File: src/design/iels_pkg.sv
// Package for the input event latch sampler.
// Holds word types, event and phase codes, button bit constants and helpers.
// No dependencies.
`default_nettype none

package iels_pkg;

   localparam int unsigned BUTTON_BITS = 16;
   localparam int unsigned LEFT_BIT    = 0;
   localparam int unsigned RIGHT_BIT   = 1;
   localparam int unsigned UP_BIT      = 2;
   localparam int unsigned DOWN_BIT    = 3;
   localparam int unsigned CIRCLE_BIT  = 4;

   localparam int unsigned BTN_W   = 16;
   localparam int unsigned THR_W   = 15;
   localparam int unsigned ACC_W   = 18;
   localparam logic [THR_W-1:0] THR_RESET = 15'd256;
   localparam logic [THR_W-1:0] THR_ONE   = 15'd256;

   localparam logic [BTN_W-1:0] BTN_MASK =
      (BUTTON_BITS >= BTN_W) ? {BTN_W{1'b1}} : BTN_W'((64'd1 << BUTTON_BITS) - 64'd1);

   localparam logic [2:0] FUNC_KEY     = 3'd0;
   localparam logic [2:0] FUNC_PULSE   = 3'd1;
   localparam logic [2:0] FUNC_MOTION  = 3'd2;
   localparam logic [2:0] FUNC_PRIMARY = 3'd3;
   localparam logic [2:0] FUNC_TOUCH   = 3'd4;
   localparam logic [2:0] FUNC_SAMPLE  = 3'd5;

   localparam logic [1:0] PHASE_DOWN   = 2'd0;
   localparam logic [1:0] PHASE_MOVE   = 2'd1;
   localparam logic [1:0] PHASE_UP     = 2'd2;
   localparam logic [1:0] PHASE_CANCEL = 2'd3;

   typedef struct packed {
      logic [2:0]         func;
      logic [15:0]        button_mask;
      logic               key_down;
      logic               key_repeat;
      logic signed [15:0] delta_x;
      logic signed [15:0] delta_y;
      logic [1:0]         touch_phase;
      logic [7:0]         contact_id;
      logic signed [15:0] touch_x_in;
      logic signed [15:0] touch_y_in;
   } req_word_type;

   typedef struct packed {
      logic [15:0]        buttons_out;
      logic               touch_active;
      logic signed [15:0] touch_x_out;
      logic signed [15:0] touch_y_out;
   } rsp_word_type;

   // single button bit, dropped when outside the button width
   function automatic logic [BTN_W-1:0] bit_of(input int unsigned b);
      logic [BTN_W-1:0] r;
      r = '0;
      if (b < BUTTON_BITS && b < BTN_W) begin
         r[b[3:0]] = 1'b1;
      end
      return r;
   endfunction

endpackage

`default_nettype wire

File: src/design/input_event_latch_sampler.sv
// Input event latch sampler, top level.
// Path: an accepted sample word passes the input register, then the result register, to rsp.
// Throughput: one word per cycle; the input register keeps taking words
// while a sample result waits on rsp_stall, until a second sample queues.
// Reset: synchronous; clears all state but the held data words, threshold returns to 1.0 (256).
// Depends on iels_pkg, iels_input_reg, iels_state_core.
`default_nettype none

module input_event_latch_sampler (
   input  wire                   clock,
   input  wire                   reset,
   input  wire                   req_valid,
   output logic                  req_stall,
   input  iels_pkg::req_word_type req_word,
   output logic                  rsp_valid,
   input  wire                   rsp_stall,
   output iels_pkg::rsp_word_type rsp_word,
   input  wire                   csr_valid,
   output logic                  csr_ready,
   input  wire  [14:0]           csr_wdata
);
   import iels_pkg::*;

   logic         s1_valid;
   req_word_type s1_word;
   logic         advance;

   assign csr_ready = 1'b1;

   iels_input_reg u_input_reg (
      .clock     (clock),
      .reset     (reset),
      .req_valid (req_valid),
      .req_stall (req_stall),
      .req_word  (req_word),
      .advance   (advance),
      .s1_valid  (s1_valid),
      .s1_word   (s1_word)
   );

   iels_state_core u_state_core (
      .clock     (clock),
      .reset     (reset),
      .s1_valid  (s1_valid),
      .s1_word   (s1_word),
      .advance   (advance),
      .csr_valid (csr_valid && csr_ready),
      .csr_wdata (csr_wdata),
      .rsp_valid (rsp_valid),
      .rsp_stall (rsp_stall),
      .rsp_word  (rsp_word)
   );

endmodule

`default_nettype wire

File: src/design/iels_input_reg.sv
// Input register stage of the input event latch sampler.
// Depends on iels_pkg.
`default_nettype none

module iels_input_reg (
   input  wire                   clock,
   input  wire                   reset,
   input  wire                   req_valid,
   output logic                  req_stall,
   input  iels_pkg::req_word_type req_word,
   input  wire                   advance,
   output logic                  s1_valid,
   output iels_pkg::req_word_type s1_word
);
   import iels_pkg::*;

   logic         s1_valid_ff, s1_valid_in;
   req_word_type s1_word_ff, s1_word_in;
   logic         accept;

   assign req_stall = s1_valid_ff && !advance;
   assign accept    = req_valid && !req_stall;
   assign s1_valid  = s1_valid_ff;
   assign s1_word   = s1_word_ff;

   always_comb begin
      s1_word_in = s1_word_ff;
      if (accept) begin
         s1_valid_in = 1'b1;
         s1_word_in  = req_word;
      end else if (advance) begin
         s1_valid_in = 1'b0;
      end else begin
         s1_valid_in = s1_valid_ff;
      end
   end

   always_ff @(posedge clock) begin
      if (reset) begin
         s1_valid_ff <= 1'b0;
      end else begin
         s1_valid_ff <= s1_valid_in;
      end
      s1_word_ff <= s1_word_in;
   end

endmodule

`default_nettype wire

File: src/design/iels_state_core.sv
// Event state update and result register of the input event latch sampler.
// Holds the button, trackball and touch state and the threshold register.
// Depends on iels_pkg.
`default_nettype none

module iels_state_core (
   input  wire                   clock,
   input  wire                   reset,
   input  wire                   s1_valid,
   input  iels_pkg::req_word_type s1_word,
   output logic                  advance,
   input  wire                   csr_valid,
   input  wire  [14:0]           csr_wdata,
   output logic                  rsp_valid,
   input  wire                   rsp_stall,
   output iels_pkg::rsp_word_type rsp_word
);
   import iels_pkg::*;

   logic [BTN_W-1:0]        held_bits_ff, held_bits_in;
   logic [BTN_W-1:0]        press_latch_ff, press_latch_in;
   logic                    primary_held_ff, primary_held_in;
   logic signed [ACC_W-1:0] accum_x_ff, accum_x_in;
   logic signed [ACC_W-1:0] accum_y_ff, accum_y_in;
   logic                    contact_valid_ff, contact_valid_in;
   logic [7:0]              contact_owner_ff, contact_owner_in;
   logic                    contact_down_ff, contact_down_in;
   logic                    contact_latched_ff, contact_latched_in;
   logic signed [15:0]      pos_x_ff, pos_x_in;
   logic signed [15:0]      pos_y_ff, pos_y_in;
   logic [THR_W-1:0]        threshold_ff, threshold_in;
   logic                    rsp_valid_ff, rsp_valid_in;
   rsp_word_type            rsp_word_ff, rsp_word_in;

   logic                    fire;
   logic [BTN_W-1:0]        mask;
   logic [THR_W-1:0]        th;
   logic signed [ACC_W-1:0] th_pos, th_neg, sum_x, sum_y;
   logic                    owned;

   assign advance   = !(s1_word.func == FUNC_SAMPLE && rsp_valid_ff && rsp_stall);
   assign fire      = s1_valid && advance;
   assign mask      = s1_word.button_mask & BTN_MASK;
   assign th        = (threshold_ff == '0) ? THR_ONE : threshold_ff;
   assign th_pos    = ACC_W'(signed'({1'b0, th}));
   assign th_neg    = -th_pos;
   assign sum_x     = accum_x_ff + ACC_W'(s1_word.delta_x);
   assign sum_y     = accum_y_ff + ACC_W'(s1_word.delta_y);
   assign owned     = contact_valid_ff && (contact_owner_ff == s1_word.contact_id);
   assign rsp_valid = rsp_valid_ff;
   assign rsp_word  = rsp_word_ff;

   always_comb begin
      held_bits_in       = held_bits_ff;
      press_latch_in     = press_latch_ff;
      primary_held_in    = primary_held_ff;
      accum_x_in         = accum_x_ff;
      accum_y_in         = accum_y_ff;
      contact_valid_in   = contact_valid_ff;
      contact_owner_in   = contact_owner_ff;
      contact_down_in    = contact_down_ff;
      contact_latched_in = contact_latched_ff;
      pos_x_in           = pos_x_ff;
      pos_y_in           = pos_y_ff;
      threshold_in       = csr_valid ? csr_wdata : threshold_ff;
      rsp_word_in        = rsp_word_ff;
      rsp_valid_in       = rsp_valid_ff && rsp_stall;

      if (fire) begin
         unique case (s1_word.func)
            FUNC_KEY: begin
               if (mask != '0) begin
                  if (s1_word.key_down) begin
                     held_bits_in = held_bits_ff | mask;
                     if (!s1_word.key_repeat) begin
                        press_latch_in = press_latch_ff | mask;
                     end
                  end else begin
                     held_bits_in = held_bits_ff & ~mask;
                  end
               end
            end
            FUNC_PULSE: begin
               press_latch_in = press_latch_ff | mask;
            end
            FUNC_MOTION: begin
               accum_x_in = sum_x;
               accum_y_in = sum_y;
               if (sum_x <= th_neg) begin
                  press_latch_in = press_latch_in | bit_of(LEFT_BIT);
                  accum_x_in     = '0;
               end else if (sum_x >= th_pos) begin
                  press_latch_in = press_latch_in | bit_of(RIGHT_BIT);
                  accum_x_in     = '0;
               end
               if (sum_y <= th_neg) begin
                  press_latch_in = press_latch_in | bit_of(UP_BIT);
                  accum_y_in     = '0;
               end else if (sum_y >= th_pos) begin
                  press_latch_in = press_latch_in | bit_of(DOWN_BIT);
                  accum_y_in     = '0;
               end
            end
            FUNC_PRIMARY: begin
               if (s1_word.key_down && !primary_held_ff) begin
                  press_latch_in = press_latch_ff | bit_of(CIRCLE_BIT);
               end
               primary_held_in = s1_word.key_down;
            end
            FUNC_TOUCH: begin
               case (s1_word.touch_phase)
                  PHASE_DOWN: begin
                     if (!contact_valid_ff || owned) begin
                        contact_valid_in   = 1'b1;
                        contact_owner_in   = s1_word.contact_id;
                        contact_down_in    = 1'b1;
                        contact_latched_in = 1'b1;
                        pos_x_in           = s1_word.touch_x_in;
                        pos_y_in           = s1_word.touch_y_in;
                     end
                  end
                  PHASE_MOVE, PHASE_UP: begin
                     if (owned) begin
                        pos_x_in = s1_word.touch_x_in;
                        pos_y_in = s1_word.touch_y_in;
                        if (s1_word.touch_phase == PHASE_UP) begin
                           contact_down_in = 1'b0;
                        end
                     end
                  end
                  default: begin
                     contact_valid_in   = 1'b0;
                     contact_owner_in   = '0;
                     contact_down_in    = 1'b0;
                     contact_latched_in = 1'b0;
                  end
               endcase
            end
            FUNC_SAMPLE: begin
               rsp_valid_in             = 1'b1;
               rsp_word_in.buttons_out  = held_bits_ff | press_latch_ff |
                                          (primary_held_ff ? bit_of(CIRCLE_BIT) : '0);
               rsp_word_in.touch_active = contact_down_ff || contact_latched_ff;
               rsp_word_in.touch_x_out  = pos_x_ff;
               rsp_word_in.touch_y_out  = pos_y_ff;
               press_latch_in           = '0;
               contact_latched_in       = 1'b0;
               if (!contact_down_ff) begin
                  contact_valid_in = 1'b0;
                  contact_owner_in = '0;
               end
            end
            default: begin
            end
         endcase
      end
   end

   always_ff @(posedge clock) begin
      if (reset) begin
         held_bits_ff       <= '0;
         press_latch_ff     <= '0;
         primary_held_ff    <= 1'b0;
         accum_x_ff         <= '0;
         accum_y_ff         <= '0;
         contact_valid_ff   <= 1'b0;
         contact_owner_ff   <= '0;
         contact_down_ff    <= 1'b0;
         contact_latched_ff <= 1'b0;
         pos_x_ff           <= '0;
         pos_y_ff           <= '0;
         threshold_ff       <= THR_RESET;
         rsp_valid_ff       <= 1'b0;
      end else begin
         held_bits_ff       <= held_bits_in;
         press_latch_ff     <= press_latch_in;
         primary_held_ff    <= primary_held_in;
         accum_x_ff         <= accum_x_in;
         accum_y_ff         <= accum_y_in;
         contact_valid_ff   <= contact_valid_in;
         contact_owner_ff   <= contact_owner_in;
         contact_down_ff    <= contact_down_in;
         contact_latched_ff <= contact_latched_in;
         pos_x_ff           <= pos_x_in;
         pos_y_ff           <= pos_y_in;
         threshold_ff       <= threshold_in;
         rsp_valid_ff       <= rsp_valid_in;
      end
      rsp_word_ff <= rsp_word_in;
   end

endmodule

`default_nettype wire
File: config.mk
export PLATFORM = sky130hd
export DESIGN_NAME = input_event_latch_sampler
export DESIGN_NICKNAME = d
export VERILOG_FILES = /design/src/design/iels_pkg.sv /design/src/design/input_event_latch_sampler.sv /design/src/design/iels_input_reg.sv /design/src/design/iels_state_core.sv
export SDC_FILE = /design/constraint.sdc
export NUM_CORES = 1
export LEC_CHECK = 0
export BUFFER_PORTS_ARGS = -buffer_cell sky130_fd_sc_hd__buf_2
export CELL_PAD_IN_SITES_DETAIL_PLACEMENT = 0
export CELL_PAD_IN_SITES_GLOBAL_PLACEMENT = 1
export CORE_MARGIN = 2
export CORE_UTILIZATION = 50
export DETAILED_ROUTE_END_ITERATION = 8
export PLACE_DENSITY = 0.85
export SLEW_MARGIN = 0
export SYNTH_ARGS = -nofsm -noshare
export SYNTH_HDL_FRONTEND = slang
export SYNTH_SLANG_ARGS = --single-unit
File: constraint.sdc
create_clock -name clock -period 10.7 [get_ports clock]
set_clock_uncertainty 0.15 [all_clocks]
set_input_delay 1.605 -clock clock [delete_from_list [all_inputs] [get_ports clock]]
set_output_delay 1.605 -clock clock [all_outputs]
set_load 0.005 [all_outputs]
==> flow_summary.yaml <==
logic_synthesis:
  synth_common_cells: "144 x edfxtp_1, 129 x dfxtp_1, 118 x nor2_1, 98 x ha_1, 81 x a21oi_1"
  syn_avg_cell_area_um2: 11.3
  yosys-top-cells-area: "edfxtp_1 34%, dfxtp_1 20%, ha_1 9.6%"
  synth.most_common_cell: "edfxtp_1"
  synth_edf_count: 144
  ys.flop_type: "edfxtp_1"
  ys_async_sr_fraction: 0
  ys_ff_latch: 273
  yosys_warnings: 0
  yosysTopAreaCell: "edfxtp_1"
  ys_seq_area_frac: 0.542
  syn-cell-area_um2: 12700
  yosys.area.top_type_share: 0.340
  synthDistinctLibCells: 77
  synth_cells: 1123
critical_path:
  critPathCaptureType: "flip-flop"
  crit_chain: "or4_1 -> nor2_1 -> nand2b_1 -> nor3_1 -> nor2_1 -> ha_1 -> nand2b_1 -> a2111o_1 -> a31oi_1 -> o21ai_0 -> a2111o_1 -> a211oi_1 -> a21oi_1 -> nor4_4 -> a22o_1"
  startpoint: "u_state_core.threshold_ff[9]"
  critPathArrivalTime_ns: 5.23
  worstPathMaxFanout: 14
  critPathSlowestCell: "nor4_4"
  setup.worst_path.start_class: "flip-flop"
  path_class: "flip-flop to flip-flop"
  crit_buf_inv: 0
  required_ns: 11.05
  slowest_delay_ns: 0.60
  cp_top_family: "simple AND/OR/NAND/NOR gates"
  crit-reg2reg-launch: "u_state_core.threshold_ff[9]"
sta:
  fin_tns_setup_ns: 0
  period_needed_ns: 4.88
  fmax_mhz: 205
  rsz0062_at_grt: "false"
  slew_headroom: 0.252
  finalHoldViolations: 0
  min_period_over_period: 0.456
  report.final.slew_viol_count: 0
  setup_viol: 0
  tightest_slew_ns: 1.12
power_and_ir_drop:
  p_total_mw: 2.48
  pwr-share-seq: 0.465
  clockPowerShare: 0.449
  vdd_drop_max_uv: 194
  power.switching_mw: 0.568
  swShare: 0.229
  internal_power_mw: 1.91
  p_leak_nw: 6.08
  p_per_area_nw_per_um2: 165
  p_comb_frac: 0.086
cts:
  post_cts_buffers: 0
  cts_tree: "built"
  postCtsHoldBufs: 0
  clkLatencyLatePin_ns: 0.56
  ctsHtreeMaxLevel: 1
  cts_resized: 0
  cts.clk_slew.worst_paths_ns: 0.06
  clk_path_buf_depth: 3
  cts_made_buffers: 29
  clock-root-buffer: "clkbuf_16"
  clock_sinks: 273
global_routing:
  grt_usage: 0.208
  grt_antenna_before_repair: 1
  grt_pass1_wl_um: 44500
  met2_usage: 0.358
  busiest_layer: "met2"
  grtUsageMet3: 0.0373
  grt_overflow: 0
  grt_max_degree: 61
  first_global_vias: 8834
  grt_use_met1: 0.267
finish:
  final_cells: 1644
  seqCellArea_um2: 6910
  fill_cells: 2146
  multi_input_area_um2: 5570
  area_growth_pct: 17.6
  nNetsFinal: 1505
  postLayoutCellArea_um2: 15000
  drive_gt1_frac: 0.198
floorplan:
  io_pins: 167
  die-area_um2: 26800
  fp.coreArea_um2: 25100
  die-height_um: 164
  initial_utilization: 0.507
  die_x_um: 164
  rows: 58
status:
  outcome: "complete, no violations"
routing:
  antenna_left: 0
  vias: 8983
  wl_um: 27600
  drt_iter0_markers: 580
  first_pass_iters: 5
  drt-wirelength-per-cell_um: 16.8
  via_per_inst: 5.46
  route.detailed.drc: 0
placement:
  dp_hpwl_um: 19600
  gp_congestion: 0.879
  io_buffers: 165
  dp_cells: 1589
  post_dp_cell_area_um2: 13900
job:
  cap_violations: 0
hold_path:
  worstHoldStart: "u_state_core.pos_x_ff[2]"
  hp-class: "flip-flop to flip-flop"
-- layer usage --
| metal | vias to the layer above | part of all wire |
|---|---|---|
| met3 | 53 | 0.047 |
| met5 | - | 0 |
| met4 | 0 | 0.026 |
| met1 | 4262 | 0.44 |
| li1 | 4472 | - |
| met2 | 196 | 0.49 |
-- path summary, 6_finish.rpt --
kind                                 to  slack, ns  cells after the start
max reg2reg  u_state_core.accum_x_ff[3]       5.82                     15
min reg2reg   u_state_core.rsp_word[18]       0.28                      0
min           u_state_core.rsp_word[18]       0.28                      0
max          u_state_core.accum_x_ff[3]       5.82                     15
-- power groups by stage --
stage	sequential [mW]	combinational (mW)	clock, mW
2_1_floorplan	1.17	0.148	0
3_3_place_gp	1.17	0.209	0
3_5_place_dp	1.17	0.213	0
4_1_cts	1.15	0.215	1.13
5_1_grt	1.16	0.243	1.18
6_report	1.15	0.213	1.11
-- area by class of cell --
cell class / instances / share of cell area
multi-input combinational: 779 / 0.372
antenna: 1 / 0.000167
clock inverter: 20 / 0.0200
sequential: 273 / 0.461
timing repair buffer: 172 / 0.0586
inverter: 35 / 0.00877
clock buffer: 34 / 0.0517
tap: 330 / 0.0276
-- metrics by stage --
stage	hold slack [ns]	setup WS, ns	utilization
after floorplan	0.258	3.99	-
after global placement	0.260	6.01	0.554
after detailed placement	0.265	5.88	0.554
after CTS	0.279	5.82	0.596
after global routing	0.285	5.45	0.597
final	0.278	5.82	0.597
-- worst reg2reg max path, delay by kind of cell, from the launching register on --
family | cells | cell delay, ns
AO/OA/AOI/OAI | 7 | 1.81
adder cells (fa/ha/maj) | 1 | 0.33
flip-flops | 1 | 0.36
AND/OR/NAND/NOR | 7 | 2.17
-- cells in the final DEF, fill, tap and decap left out, drive strengths merged, types with 13 or more instances in the layout --
master / n
xnor2: 33
o21ai: 31
nor3: 18
a21oi: 81
or2: 20
nor2: 118
ha: 98
xor2: 14
mux2i: 48
edfxtp: 144
nor2b: 17
clkbuf: 34
a21o: 18
nand3: 31
a22o: 33
dfxtp: 129
inv: 36
a211oi: 13
nand2: 67
buf: 172
-- kinds of logic after synthesis --
logic type,after synthesis,share of synthesized area
XOR/XNOR,48,0.0341
other,2,0.000590
flip-flops,273,0.542
AND/OR/NAND/NOR,329,0.126
buffers and inverters,72,0.0227
adder cells (fa/ha/maj),101,0.100
multiplexers,50,0.0395
AO/OA/AOI/OAI,248,0.135
-- sequential cells by signal, summed over array words and instances (netlist names), named ones only --
signal / count
u_state_core.accum_y_ff: 18
u_state_core.rsp_word: 49
u_state_core.primary_held_ff: 1
u_input_reg.s1_valid: 1
u_state_core.pos_y_ff: 16
u_state_core.press_latch_ff: 16
u_state_core.pos_x_ff: 16
u_state_core.contact_owner_ff: 8
u_state_core.contact_down_ff: 1
u_state_core.threshold_ff: 15
u_state_core.accum_x_ff: 18
u_state_core.contact_valid_ff: 1
u_input_reg.s1_word: 95
u_state_core.contact_latched_ff: 1
u_state_core.rsp_valid: 1
Note: power is estimated with default switching activity, not from simulation.
